`config.mk`:
```
export PLATFORM = sky130hd
export DESIGN_NAME = http_date_to_epoch_parser_core_flat
export DESIGN_NICKNAME = d
export VERILOG_FILES = /design/src/rtl/hdep_pkg.sv /design/src/rtl/hdep_char_if.sv /design/src/rtl/hdep_date_if.sv /design/src/rtl/hdep_scanner.sv /design/src/rtl/hdep_finish.sv /design/src/rtl/hdep_epoch.sv /design/src/rtl/http_date_to_epoch_parser_core.sv /design/src/flat_wrapper.sv
export VERILOG_INCLUDE_DIRS = /design/src /design/src/rtl
export SDC_FILE = /design/constraint.sdc
export NUM_CORES = 2
export LEC_CHECK = 0
export ABC_AREA = 1
export BUFFER_PORTS_ARGS = -buffer_cell sky130_fd_sc_hd__clkbuf_2
export CAP_MARGIN = 20
export CORE_ASPECT_RATIO = 0.5
export CORE_UTILIZATION = 60
export DETAILED_ROUTE_END_ITERATION = 6
export PLACE_DENSITY = 0.79
export SYNTH_ARGS = -nofsm -noshare
export SYNTH_HDL_FRONTEND = slang
export SYNTH_SLANG_ARGS = --single-unit
```
`constraint.sdc`:
```
create_clock -name clk -period 12.3 [get_ports clk]
set_input_delay 2.46 -clock clk [delete_from_list [all_inputs] [get_ports clk]]
set_output_delay 2.46 -clock clk [all_outputs]
set_load 0.01 [all_outputs]
```
`src/rtl/http_date_to_epoch_parser_core_macros.svh`:
```
// assertion macros shared by the http date parser rtl
`ifndef HTTP_DATE_TO_EPOCH_PARSER_CORE_MACROS_SVH
`define HTTP_DATE_TO_EPOCH_PARSER_CORE_MACROS_SVH

`ifndef SYNTHESIS
// same-cycle implication, sampled on clk, off while rst_n is low
`define HDEP_ASSERT_NOW(label, pre, post) \
    label: assert property (@(posedge clk) disable iff (!rst_n) (pre) |-> (post)) \
        else $error("assertion failed");
// next-cycle implication, sampled on clk, off while rst_n is low
`define HDEP_ASSERT_NEXT(label, pre, post) \
    label: assert property (@(posedge clk) disable iff (!rst_n) (pre) |=> (post)) \
        else $error("assertion failed");
`else
`define HDEP_ASSERT_NOW(label, pre, post)
`define HDEP_ASSERT_NEXT(label, pre, post)
`endif

`endif

```
`src/rtl/hdep_pkg.sv`:
```
// types, tables and per-character parse functions of the http date parser
`timescale 1ns / 1ps
package hdep_pkg;

    localparam int unsigned NameCount = 26;
    localparam int unsigned MonthBase = 14;
    localparam int unsigned FeedSteps = 4;
    localparam logic [25:0] AllNames = 26'h3FF_FFFF;
    localparam logic [13:0] NumLimit = 14'd9999;
    localparam logic [7:0] ChZero = 8'h00;

    typedef enum logic [9:0] {
        PH_WDAY    = 10'b00_0000_0001,
        PH_WORD2   = 10'b00_0000_0010,
        PH_MDAY    = 10'b00_0000_0100,
        PH_HOUR    = 10'b00_0000_1000,
        PH_MIN     = 10'b00_0001_0000,
        PH_SEC     = 10'b00_0010_0000,
        PH_YEAR    = 10'b00_0100_0000,
        PH_MONWORD = 10'b00_1000_0000,
        PH_ZONE    = 10'b01_0000_0000,
        PH_DONE    = 10'b10_0000_0000
    } hdep_phase_t;

    typedef struct packed {
        hdep_phase_t phase;
        logic        long_form;
        logic [25:0] flags;
        logic [3:0]  pos;
        logic        in_token;
        logic [13:0] num;
        logic [3:0]  mon;
        logic [4:0]  mday;
        logic [4:0]  hour;
        logic [5:0]  minute;
        logic [5:0]  sec;
        logic [13:0] yrs;
        logic        failed;
    } hdep_state_t;

    typedef struct packed {
        hdep_state_t st;
        logic        cont;
    } hdep_step_t;

    // request snapshot handed from scanner to finisher
    typedef struct packed {
        hdep_state_t st;
        logic        needs_zero;
    } hdep_snap_t;

    // parsed fields handed to the epoch stages
    typedef struct packed {
        logic        ok;
        logic [13:0] yrs;
        logic [3:0]  mon;
        logic [4:0]  mday;
        logic [4:0]  hour;
        logic [5:0]  minute;
        logic [5:0]  sec;
    } hdep_fields_t;

    function automatic hdep_state_t reset_state();
        hdep_state_t s;
        s = '0;
        s.phase = PH_WDAY;
        s.flags = AllNames;
        return s;
    endfunction

    // names padded with spaces to ten characters
    function automatic logic [79:0] name_str(input int unsigned idx);
        logic [79:0] s;
        unique case (idx)
            0:  s = "sun       ";
            1:  s = "mon       ";
            2:  s = "tue       ";
            3:  s = "wed       ";
            4:  s = "thu       ";
            5:  s = "fri       ";
            6:  s = "sat       ";
            7:  s = "sunday    ";
            8:  s = "monday    ";
            9:  s = "tuesday   ";
            10: s = "wednesday ";
            11: s = "thursday  ";
            12: s = "friday    ";
            13: s = "saturday  ";
            14: s = "jan       ";
            15: s = "feb       ";
            16: s = "mar       ";
            17: s = "apr       ";
            18: s = "may       ";
            19: s = "jun       ";
            20: s = "jul       ";
            21: s = "aug       ";
            22: s = "sep       ";
            23: s = "oct       ";
            24: s = "nov       ";
            default: s = "dec       ";
        endcase
        return s;
    endfunction

    function automatic logic [3:0] name_len(input int unsigned idx);
        logic [3:0] n;
        unique case (idx)
            7, 8, 12: n = 4'd6;
            9:        n = 4'd7;
            10:       n = 4'd9;
            11, 13:   n = 4'd8;
            default:  n = 4'd3;
        endcase
        return n;
    endfunction

    function automatic logic [7:0] name_char(input int unsigned idx, input logic [3:0] pos);
        logic [79:0] s;
        logic [7:0]  ch;
        int unsigned sh;
        s = name_str(idx);
        ch = ChZero;
        if (pos < 4'd10) begin
            sh = (32'd9 - 32'(pos)) * 32'd8;
            ch = s[sh +: 8];
        end
        return ch;
    endfunction

    function automatic logic [7:0] gmt_char(input logic [3:0] pos);
        logic [7:0] ch;
        unique case (pos)
            4'd0:    ch = "g";
            4'd1:    ch = "m";
            default: ch = "t";
        endcase
        return ch;
    endfunction

    function automatic logic is_alpha(input logic [7:0] c);
        return (c >= "A" && c <= "Z") || (c >= "a" && c <= "z");
    endfunction

    function automatic logic is_digit(input logic [7:0] c);
        return c >= "0" && c <= "9";
    endfunction

    function automatic logic is_word_phase(input hdep_phase_t p);
        return p == PH_WDAY || p == PH_WORD2 || p == PH_MONWORD || p == PH_ZONE;
    endfunction

    // one letter of a word against every candidate name
    function automatic hdep_state_t word_letter(input hdep_state_t s_in, input logic [7:0] c);
        hdep_state_t s;
        logic [7:0]  lc;
        s = s_in;
        lc = (c >= "A" && c <= "Z") ? c + 8'd32 : c;
        if (s.phase == PH_ZONE) begin
            if (s.pos < 4'd3 && gmt_char(s.pos) != lc)
                s.flags[0] = 1'b0;
        end
        else begin
            for (int unsigned i = 0; i < NameCount; i++) begin
                if (name_char(i, s.pos) != lc)
                    s.flags[i] = 1'b0;
            end
        end
        if (s.pos != 4'd15)
            s.pos = s.pos + 4'd1;
        return s;
    endfunction

    // close a word and act on what it matched
    function automatic hdep_state_t word_end(input hdep_state_t s_in);
        hdep_state_t s;
        logic        wday_hit;
        logic        mon_hit;
        logic [3:0]  mon_idx;
        s = s_in;
        wday_hit = 1'b0;
        mon_hit = 1'b0;
        mon_idx = 4'd0;
        for (int unsigned i = 0; i < MonthBase; i++) begin
            if (s.flags[i] && s.pos == name_len(i))
                wday_hit = 1'b1;
        end
        for (int unsigned i = MonthBase; i < NameCount; i++) begin
            if (s.flags[i] && s.pos == 4'd3) begin
                mon_hit = 1'b1;
                mon_idx = 4'(i - MonthBase);
            end
        end
        unique case (s.phase)
            PH_WDAY: begin
                if (!wday_hit)
                    s.failed = 1'b1;
                else
                    s.phase = PH_WORD2;
            end
            PH_WORD2: begin
                s.long_form = mon_hit;
                if (mon_hit)
                    s.mon = mon_idx;
                s.phase = PH_MDAY;
            end
            PH_MONWORD: begin
                if (!mon_hit)
                    s.failed = 1'b1;
                else begin
                    s.mon = mon_idx;
                    s.phase = PH_YEAR;
                end
            end
            default: begin
                if (s.flags[0] && s.pos >= 4'd3)
                    s.phase = PH_DONE;
                else
                    s.failed = 1'b1;
            end
        endcase
        s.in_token = 1'b0;
        s.pos = 4'd0;
        s.flags = AllNames;
        return s;
    endfunction

    // close a number and check its range for the current element
    function automatic hdep_state_t number_end(input hdep_state_t s_in);
        hdep_state_t s;
        logic [13:0] n;
        s = s_in;
        n = s.num;
        unique case (s.phase)
            PH_MDAY: begin
                if (n < 14'd1 || n > 14'd31)
                    s.failed = 1'b1;
                else begin
                    s.mday = n[4:0];
                    s.phase = s.long_form ? PH_HOUR : PH_MONWORD;
                end
            end
            PH_HOUR: begin
                if (n >= 14'd24)
                    s.failed = 1'b1;
                else begin
                    s.hour = n[4:0];
                    s.phase = PH_MIN;
                end
            end
            PH_MIN: begin
                if (n >= 14'd60)
                    s.failed = 1'b1;
                else begin
                    s.minute = n[5:0];
                    s.phase = PH_SEC;
                end
            end
            PH_SEC: begin
                if (n >= 14'd60)
                    s.failed = 1'b1;
                else begin
                    s.sec = n[5:0];
                    s.phase = s.long_form ? PH_YEAR : PH_ZONE;
                end
            end
            default: begin
                if (n < 14'd70 || (n > 14'd99 && n < 14'd1970))
                    s.failed = 1'b1;
                else begin
                    s.yrs = (n >= 14'd1970) ? n - 14'd1900 : n;
                    s.phase = s.long_form ? PH_DONE : PH_HOUR;
                end
            end
        endcase
        s.in_token = 1'b0;
        s.num = 14'd0;
        return s;
    endfunction

    // one pass of the element scanner; cont asks for another pass on the same char
    function automatic hdep_step_t feed_step(input hdep_state_t s_in, input logic [7:0] c);
        hdep_step_t  r;
        logic [17:0] acc;
        r.st = s_in;
        r.cont = 1'b0;
        if (is_word_phase(s_in.phase)) begin
            if (is_alpha(c)) begin
                if (!r.st.in_token) begin
                    r.st.in_token = 1'b1;
                    r.st.pos = 4'd0;
                    r.st.flags = AllNames;
                end
                r.st = word_letter(r.st, c);
            end
            else if (r.st.in_token || is_digit(c) || c == ChZero) begin
                r.st = word_end(r.st);
                r.cont = 1'b1;
            end
        end
        else begin
            if (is_digit(c)) begin
                if (!r.st.in_token) begin
                    r.st.in_token = 1'b1;
                    r.st.num = 14'd0;
                end
                acc = {4'd0, r.st.num} * 18'd10 + {14'd0, c[3:0]};
                r.st.num = (acc > {4'd0, NumLimit}) ? NumLimit : acc[13:0];
            end
            else if (r.st.in_token) begin
                r.st = number_end(r.st);
                r.cont = 1'b1;
            end
            else if (c == ChZero) begin
                r.st.failed = 1'b1;
            end
        end
        return r;
    endfunction

    // a character ends at most a few elements before it is consumed
    function automatic hdep_state_t feed(input hdep_state_t s_in, input logic [7:0] c);
        hdep_state_t s;
        hdep_step_t  r;
        logic        go;
        s = s_in;
        go = 1'b1;
        for (int unsigned k = 0; k < FeedSteps; k++) begin
            if (go && !s.failed && s.phase != PH_DONE) begin
                r = feed_step(s, c);
                s = r.st;
                go = r.cont;
            end
            else begin
                go = 1'b0;
            end
        end
        return s;
    endfunction

    function automatic logic [21:0] cum_days(input logic [3:0] mon);
        logic [21:0] d;
        unique case (mon)
            4'd0:    d = 22'd0;
            4'd1:    d = 22'd31;
            4'd2:    d = 22'd59;
            4'd3:    d = 22'd90;
            4'd4:    d = 22'd120;
            4'd5:    d = 22'd151;
            4'd6:    d = 22'd181;
            4'd7:    d = 22'd212;
            4'd8:    d = 22'd243;
            4'd9:    d = 22'd273;
            4'd10:   d = 22'd304;
            default: d = 22'd334;
        endcase
        return d;
    endfunction

    // quotient by 100 through a reciprocal, exact for 14-bit values
    function automatic logic [7:0] div100(input logic [13:0] x);
        logic [26:0] p;
        p = {13'd0, x} * 27'd5243;
        return p[26:19];
    endfunction

endpackage

```
`src/rtl/hdep_char_if.sv`:
```
// character request channel of the http date parser
`timescale 1ns / 1ps
interface hdep_char_if;
    logic       valid;
    logic       ready;
    logic [7:0] char_code;
    logic       end_of_text;

    modport source (output valid, output char_code, output end_of_text, input ready);
    modport sink (input valid, input char_code, input end_of_text, output ready);
endinterface

```
`src/rtl/hdep_date_if.sv`:
```
// parsed date result channel of the http date parser
`timescale 1ns / 1ps
interface hdep_date_if;
    logic        valid;
    logic        ready;
    logic        date_valid;
    logic [37:0] epoch_seconds;

    modport source (output valid, output date_valid, output epoch_seconds, input ready);
    modport sink (input valid, input date_valid, input epoch_seconds, output ready);
endinterface

```
`src/rtl/hdep_scanner.sv`:
```
// per-character scanner holding the running parse state
`timescale 1ns / 1ps
`include "http_date_to_epoch_parser_core_macros.svh"
module hdep_scanner
    import hdep_pkg::*;
(
    input  logic       clk,
    input  logic       rst_n,
    input  logic       adv,
    input  logic       accept,
    input  logic [7:0] char_code,
    input  logic       end_of_text,
    output logic       snap_valid,
    output hdep_snap_t snap
);

    hdep_state_t st_reg;
    hdep_state_t st_next;
    logic        ended_reg;
    logic        ended_next;
    logic        snap_valid_reg;
    hdep_snap_t  snap_reg;

    // scan the character unless a zero byte already ended the text
    always_comb
    begin
        if (ended_reg) begin
            st_next = st_reg;
            ended_next = 1'b1;
        end
        else begin
            st_next = feed(st_reg, char_code);
            ended_next = (char_code == ChZero);
        end
    end

    // running state, reset after every final character
    always_ff @(posedge clk or negedge rst_n)
    begin
        if (!rst_n) begin
            st_reg <= reset_state();
            ended_reg <= 1'b0;
        end
        else if (accept) begin
            if (end_of_text) begin
                st_reg <= reset_state();
                ended_reg <= 1'b0;
            end
            else begin
                st_reg <= st_next;
                ended_reg <= ended_next;
            end
        end
    end

    // hand the closing state to the finisher
    always_ff @(posedge clk or negedge rst_n)
    begin
        if (!rst_n)
            snap_valid_reg <= 1'b0;
        else if (adv)
            snap_valid_reg <= accept && end_of_text;
    end

    always_ff @(posedge clk)
    begin
        if (accept && end_of_text) begin
            snap_reg.st <= st_next;
            snap_reg.needs_zero <= !ended_next;
        end
    end

    assign snap_valid = snap_valid_reg;
    assign snap = snap_reg;

    `HDEP_ASSERT_NEXT(a_reset_after_final, accept && end_of_text, st_reg.phase == PH_WDAY && !ended_reg && !st_reg.failed)
    `HDEP_ASSERT_NEXT(a_hold_after_zero, ended_reg && !(accept && end_of_text), $stable(st_reg) && ended_reg)
    `HDEP_ASSERT_NOW(a_done_not_failed, st_reg.phase == PH_DONE, !st_reg.failed)

endmodule

```
`src/rtl/hdep_finish.sv`:
```
// closes the last open element and decides validity
`timescale 1ns / 1ps
module hdep_finish
    import hdep_pkg::*;
(
    input  logic         clk,
    input  logic         rst_n,
    input  logic         adv,
    input  logic         snap_valid,
    input  hdep_snap_t   snap,
    output logic         fields_valid,
    output hdep_fields_t fields
);

    hdep_state_t  st_end;
    hdep_fields_t fields_next;
    logic         fields_valid_reg;
    hdep_fields_t fields_reg;

    // an unterminated text ends as if a zero byte followed
    always_comb
    begin
        st_end = snap.needs_zero ? feed(snap.st, ChZero) : snap.st;
        fields_next.ok = !st_end.failed && st_end.phase == PH_DONE;
        fields_next.yrs = st_end.yrs;
        fields_next.mon = st_end.mon;
        fields_next.mday = st_end.mday;
        fields_next.hour = st_end.hour;
        fields_next.minute = st_end.minute;
        fields_next.sec = st_end.sec;
    end

    always_ff @(posedge clk or negedge rst_n)
    begin
        if (!rst_n)
            fields_valid_reg <= 1'b0;
        else if (adv)
            fields_valid_reg <= snap_valid;
    end

    always_ff @(posedge clk)
    begin
        if (adv)
            fields_reg <= fields_next;
    end

    assign fields_valid = fields_valid_reg;
    assign fields = fields_reg;

endmodule

```
`src/rtl/hdep_epoch.sv`:
```
// two-stage conversion of parsed fields to seconds since 1970
`timescale 1ns / 1ps
module hdep_epoch
    import hdep_pkg::*;
(
    input  logic         clk,
    input  logic         rst_n,
    input  logic         adv,
    input  logic         fields_valid,
    input  hdep_fields_t fields,
    output logic         out_valid,
    output logic         date_valid,
    output logic [37:0]  epoch_seconds
);

    logic [13:0] year;
    logic [13:0] year_m1;
    logic [7:0]  q_year;
    logic [7:0]  q_prev;
    logic [13:0] r_year;
    logic        leap;
    logic [22:0] leap_count;
    logic [22:0] days_next;
    logic [16:0] tod_next;
    logic [3:0]  mon_c;

    logic        s1_valid_reg;
    logic        s1_ok_reg;
    logic [22:0] days_reg;
    logic [16:0] tod_reg;

    logic [39:0] day_secs;
    logic        out_valid_reg;
    logic        date_valid_reg;
    logic [37:0] epoch_reg;

    // day count: whole years, leap days, months, days
    always_comb
    begin
        year = fields.yrs + 14'd1900;
        year_m1 = year - 14'd1;
        q_year = div100(year);
        q_prev = div100(year_m1);
        r_year = year - {6'd0, q_year} * 14'd100;
        leap = (year[1:0] == 2'd0) && ((r_year != 14'd0) || (q_year[1:0] == 2'd0));
        mon_c = (fields.mon < 4'd12) ? fields.mon : 4'd11;
        leap_count = {11'd0, year_m1[13:2]} - {15'd0, q_prev} + {17'd0, q_prev[7:2]}
            - 23'd477;
        days_next = {9'd0, year - 14'd1970} * 23'd365 + leap_count
            + {1'b0, cum_days(mon_c)} + {22'd0, leap && mon_c > 4'd1}
            + {18'd0, fields.mday} - 23'd1;
        tod_next = {12'd0, fields.hour} * 17'd3600 + {11'd0, fields.minute} * 17'd60
            + {11'd0, fields.sec};
    end

    always_ff @(posedge clk or negedge rst_n)
    begin
        if (!rst_n)
            s1_valid_reg <= 1'b0;
        else if (adv)
            s1_valid_reg <= fields_valid;
    end

    always_ff @(posedge clk)
    begin
        if (adv) begin
            s1_ok_reg <= fields.ok;
            days_reg <= days_next;
            tod_reg <= tod_next;
        end
    end

    // scale days to seconds and add the time of day
    assign day_secs = {17'd0, days_reg} * 40'd86400;

    always_ff @(posedge clk or negedge rst_n)
    begin
        if (!rst_n)
            out_valid_reg <= 1'b0;
        else if (adv)
            out_valid_reg <= s1_valid_reg;
    end

    always_ff @(posedge clk)
    begin
        if (adv) begin
            date_valid_reg <= s1_ok_reg;
            epoch_reg <= s1_ok_reg ? day_secs[37:0] + {21'd0, tod_reg} : 38'd0;
        end
    end

    assign out_valid = out_valid_reg;
    assign date_valid = date_valid_reg;
    assign epoch_seconds = epoch_reg;

endmodule

```
`src/rtl/http_date_to_epoch_parser_core.sv`:
```
// Parses an HTTP date text (RFC 1123, RFC 850 or asctime form) fed one
// character per request and, for the request that carries end_of_text,
// returns date_valid and the seconds since 1970-01-01 00:00:00 UTC (zero when
// the text is not a valid date). One character is taken every cycle while no
// result is held; the result for a final character is registered in turn by
// the scanner, the finisher and the two epoch arithmetic register stages.
// The whole pipeline holds while a result waits on a low ready.
`timescale 1ns / 1ps
`include "http_date_to_epoch_parser_core_macros.svh"
module http_date_to_epoch_parser_core
    import hdep_pkg::*;
(
    input logic         clk,
    input logic         rst_n,
    hdep_char_if.sink   char_in,
    hdep_date_if.source date_out
);

    logic         adv;
    logic         accept;
    logic         snap_valid;
    hdep_snap_t   snap;
    logic         fields_valid;
    hdep_fields_t fields;
    logic         out_valid;
    logic         date_valid;
    logic [37:0]  epoch_seconds;

    // advance everything unless a result is held
    assign adv = !out_valid || date_out.ready;
    assign char_in.ready = adv;
    assign accept = char_in.valid && adv;

    hdep_scanner u_scanner (
        .clk         (clk),
        .rst_n       (rst_n),
        .adv         (adv),
        .accept      (accept),
        .char_code   (char_in.char_code),
        .end_of_text (char_in.end_of_text),
        .snap_valid  (snap_valid),
        .snap        (snap)
    );

    hdep_finish u_finish (
        .clk          (clk),
        .rst_n        (rst_n),
        .adv          (adv),
        .snap_valid   (snap_valid),
        .snap         (snap),
        .fields_valid (fields_valid),
        .fields       (fields)
    );

    hdep_epoch u_epoch (
        .clk           (clk),
        .rst_n         (rst_n),
        .adv           (adv),
        .fields_valid  (fields_valid),
        .fields        (fields),
        .out_valid     (out_valid),
        .date_valid    (date_valid),
        .epoch_seconds (epoch_seconds)
    );

    assign date_out.valid = out_valid;
    assign date_out.date_valid = date_valid;
    assign date_out.epoch_seconds = epoch_seconds;

    `HDEP_ASSERT_NOW(a_invalid_is_zero, out_valid && !date_valid, epoch_seconds == 38'd0)

endmodule

```
`src/flat_wrapper.sv`:
```
// flat-port wrapper written by rule: the top's interface ports become plain ports
module http_date_to_epoch_parser_core_flat import hdep_pkg::*;
  (clk, rst_n, char_in_valid, char_in_char_code, char_in_end_of_text, char_in_ready, date_out_valid, date_out_date_valid, date_out_epoch_seconds, date_out_ready);
  hdep_char_if char_in_i ();
  hdep_date_if date_out_i ();
  input logic clk;
  input logic rst_n;
  input wire logic [$bits(char_in_i.valid)-1:0] char_in_valid;
  input wire logic [$bits(char_in_i.char_code)-1:0] char_in_char_code;
  input wire logic [$bits(char_in_i.end_of_text)-1:0] char_in_end_of_text;
  output wire logic [$bits(char_in_i.ready)-1:0] char_in_ready;
  output wire logic [$bits(date_out_i.valid)-1:0] date_out_valid;
  output wire logic [$bits(date_out_i.date_valid)-1:0] date_out_date_valid;
  output wire logic [$bits(date_out_i.epoch_seconds)-1:0] date_out_epoch_seconds;
  input wire logic [$bits(date_out_i.ready)-1:0] date_out_ready;
  assign char_in_i.valid = char_in_valid;
  assign char_in_i.char_code = char_in_char_code;
  assign char_in_i.end_of_text = char_in_end_of_text;
  assign char_in_ready = char_in_i.ready;
  assign date_out_valid = date_out_i.valid;
  assign date_out_date_valid = date_out_i.date_valid;
  assign date_out_epoch_seconds = date_out_i.epoch_seconds;
  assign date_out_i.ready = date_out_ready;
  http_date_to_epoch_parser_core u_core (.clk(clk), .rst_n(rst_n), .char_in(char_in_i), .date_out(date_out_i));
endmodule
```
==> summary.txt <==
Floorplan
  – Core ar.: ~73,000 µm²
  – Starting Density: between 60% and 70%
  – Boundary Pins: 54
  – Die footprint: 75,900 µm²
  – Die width: approximately 390 µm
  – Number of rows created at floorplan: 70
  – Height of the chip: a little under 200 µm

Global route
  – Total routing resource utilization after global routing: approximately a third
  – Remaining global-route overflow: 0
  – First-pass GRT wire length: about 210,000 µm
  – Largest net degree at the start of global routing: 79
  – Number of global-route vias before repair: just over 40,000
  – Initial antenna violation count: 0

STA
  – Achievable clock frequency: 0.0754 GHz
  – Share of the cycle needed by the critical path after routing: 108%
  – Total Neg Setup Slack: -6.55 ns
  – Worst Tran Pin Value: around 1.1 ns
  – Worst-case hold slack: 0.419 ns
  – Post-route clock skew: approximately 0.023 ns
  – Hold Vio Cnt, Final: 0
  – Period minus WS final: around 13 ns
  – Endpoints failing setup: 11
  – Rel. slew slack: between 20% and 30%
  – Number of max-slew violations in the final report: 0
  – Unrepaired setup endpoints after global routing: yes
  – Minimum setup slack in the final design: -0.969 ns

Drt
  – Drt pass-1 iters: 7
  – Vias post-DR: around 42,000
  – Number of vias per cell after detailed routing: between 5 and 6
  – Initial detailed-routing violation count: around 3,600
  – Total length of routed wires: roughly 130,000 µm
  – Routed WL per cell: ~19 µm
  – Residual DRC count: 7
  – Count of antenna-violating nets left after detailed routing: 0

Cells and area
  – Antenna Diode Count: 0
  – Syn-to-layout area delta: 15.0%
  – Leading cell type in the layout, fill and taps excluded: sky130_fd_sc_hd__inv_1
  – Fin nets: 7,078
  – Fraction of layout instances using a drive strength above 1: roughly 15%
  – Number of flip-flops in the largest register: between 90 and 100
  – Final cell count without fillers: 7,179
  – Most used cells in the layout excluding fill and tap cells: 1,155 x sky130_fd_sc_hd__inv_1, 940 x sky130_fd_sc_hd__nand2_1, 541 x sky130_fd_sc_hd__ha_1, 393 x sky130_fd_sc_hd__buf_4, 390 x sky130_fd_sc_hd__nor2_1

Placed design
  – Placed cell count: 7,073
  – Last weighted congestion value of the routability-driven placer: approximately 0.96
  – Pre-CTS WS: -1.21 ns
  – Final HPWL from detailed placement: 103,000 µm
  – Port buffer count: 53

Synthesis
  – Number of synthesis warnings: 0
  – Post-synth net total: 6,715
  – Synthesized cell area: 44,900 µm²
  – Post-synthesis instance total: around 5,800
  – Post-synthesis register bit count: 321
  – Library cells used by synthesis: a little under 90
  – Number of synthesized flops with an enable pin: roughly 220
  – Average footprint of a synthesized cell: ~7.7 µm²
  – Primary FF master, synth: sky130_fd_sc_hd__edfxtp_1
  – Post-synthesis sequential area ratio: around a fifth
  – Asr flop ratio synth: around a third

Clocking
  – Clock-pin slew on the worst setup and hold paths: 0.06 ns
  – Clock tree from TritonCTS: done
  – Clock sink count: 321
  – Total clock buffers created by CTS: 36
  – Clock Latency Late Sink: 0.57 ns
  – Post-cts hold buffer count: 0
  – CTS H-tree depth: 2
  – CTS max path bufs: 3
  – Root Buffer Master: sky130_fd_sc_hd__clkbuf_16

Setup path
  – Required time of the critical path: 12.59 ns
  – Startpoint type of the worst setup path: flop
  – Cell with the most instances on the worst path: sky130_fd_sc_hd__fa_1
  – Critical path endpoint category: flop
  – Longest individual stage delay on the worst path: about 0.55 ns
  – Data arrival time of the critical path: approximately 14 ns
  – Crit-path max FO: 6
  – Slowest cell on the critical path: sky130_fd_sc_hd__fa_1
  – Worst r2r path cells: 68
  – Critical path type: flop to flop

Run status
  – Result of the run: finished, violations left
  – Violated checks: DRC, setup timing

Job
  – Max_cap viols: 0

Min path
  – Cells on Worst Hold Path: 0
  – Worst hold path type: flop to flop
## layout make-up
cell class	count	area, µm²
multi-input combinational	4121	31900
clock buffer	52	1050
fill	5563	21900
inverter	1242	4700
sequential	321	9160
timing repair buffer	457	3350
clock inverter	14	181
tap	972	1220
## cells in the mapped netlist (7+ instances only)
master	count	area share (%)
sky130_fd_sc_hd__a211oi_1	11	0.18
sky130_fd_sc_hd__a21o_1	16	0.27
sky130_fd_sc_hd__a21oi_1	246	2.7
sky130_fd_sc_hd__a22o_1	7	0.14
sky130_fd_sc_hd__a22oi_1	12	0.20
sky130_fd_sc_hd__a31oi_1	33	0.46
sky130_fd_sc_hd__and2_1	13	0.18
sky130_fd_sc_hd__buf_1	15	0.13
sky130_fd_sc_hd__buf_2	14	0.16
sky130_fd_sc_hd__buf_4	7	0.12
sky130_fd_sc_hd__clkbuf_1	92	0.77
sky130_fd_sc_hd__clkinv_1	8	0.067
sky130_fd_sc_hd__dfrtp_1	75	4.2
sky130_fd_sc_hd__dfstp_2	27	1.6
sky130_fd_sc_hd__edfxtp_1	219	15
sky130_fd_sc_hd__fa_1	291	13
sky130_fd_sc_hd__ha_1	595	17
sky130_fd_sc_hd__inv_1	1189	10
sky130_fd_sc_hd__inv_2	37	0.31
sky130_fd_sc_hd__nand2_1	965	8.1
sky130_fd_sc_hd__nand2_2	22	0.31
sky130_fd_sc_hd__nand2_4	7	0.18
sky130_fd_sc_hd__nand3_1	247	2.8
sky130_fd_sc_hd__nand3b_1	10	0.17
sky130_fd_sc_hd__nand4_1	48	0.67
sky130_fd_sc_hd__nor2_1	397	3.3
sky130_fd_sc_hd__nor2_2	28	0.39
sky130_fd_sc_hd__nor2_4	16	0.40
sky130_fd_sc_hd__nor3_1	85	0.95
sky130_fd_sc_hd__nor4_1	37	0.52
sky130_fd_sc_hd__o2111ai_1	12	0.23
sky130_fd_sc_hd__o211ai_1	84	1.4
sky130_fd_sc_hd__o21a_1	11	0.18
sky130_fd_sc_hd__o21ai_0	344	3.8
sky130_fd_sc_hd__o21ai_1	37	0.41
sky130_fd_sc_hd__o21bai_1	14	0.23
sky130_fd_sc_hd__o221ai_1	17	0.33
sky130_fd_sc_hd__o22ai_1	73	1.0
sky130_fd_sc_hd__o31ai_1	24	0.40
sky130_fd_sc_hd__o41ai_1	8	0.16
sky130_fd_sc_hd__or2_2	12	0.17
sky130_fd_sc_hd__xnor2_1	61	1.2
sky130_fd_sc_hd__xor2_1	247	4.8
## critical path, delay by kind of cell (launching register included)
kind / cells / cell delay (ns)
adder cells (fa/ha/maj): 17 / 6.41
AO/OA/AOI/OAI: 17 / 2.69
AND/OR/NAND/NOR: 20 / 2.00
XOR/XNOR: 4 / 0.75
buffers and inverters: 10 / 0.74
flip-flops: 1 / 0.39
## cell families after synthesis
| logic type | share of synthesized area, % |
|---|---|
| simple gates | 18.7 |
| buf+inv | 11.7 |
| compound gates | 13.4 |
| fa+ha+maj | 29.6 |
| flops | 20.4 |
| xor+xnor | 6.01 |
| mux | 0.134 |
## stage by stage
step	instance area [µm²]	util (%)
after CTS	50700	69.0
after floorplan	45200	-
final	51600	70.2
after detailed placement	48800	66.4
after global placement	48800	66.4
after global routing	51600	70.2
## routing by layer
| metal | track usage [%] | share of wire (%) | up-vias | wire, µm |
|---|---|---|---|---|
| met1 | 45.5 | 42 | 19826 | 56700 |
| met2 | 59.0 | 47 | 1668 | 63700 |
| met3 | 4.18 | 7.2 | 323 | 9710 |
| met4 | 9.82 | 3.2 | 0 | 4330 |
| li1 | - | - | 19686 | - |
| met5 | 0 | 0 | - | 0 |
## repair_timing
item                       CTS  global route
buffers inserted            29            17
resized for setup           85           147
pin swaps                   74           112
setup endpoints to repair   13            45
## path summary, 6_finish.rpt
check | from | endpoint | slack, ns
setup reg to reg | u_core.u_finish.fields[29] | u_core.u_epoch.days_reg[22] | -0.97
max in group asynchronous | rst_n | u_core.u_scanner.st_reg[56] | 9.21
setup / recovery | u_core.u_finish.fields[29] | u_core.u_epoch.days_reg[22] | -0.97
hold reg to reg | u_core.u_finish.fields[1] | u_core.u_epoch.tod_reg[1] | 0.42
min in group asynchronous | rst_n | u_core.u_scanner.snap_valid | 1.91
hold / removal | u_core.u_finish.fields[1] | u_core.u_epoch.tod_reg[1] | 0.42
Power is not shown: default switching activity piles up to over one toggle a cycle in this logic, so the estimate is an artifact.
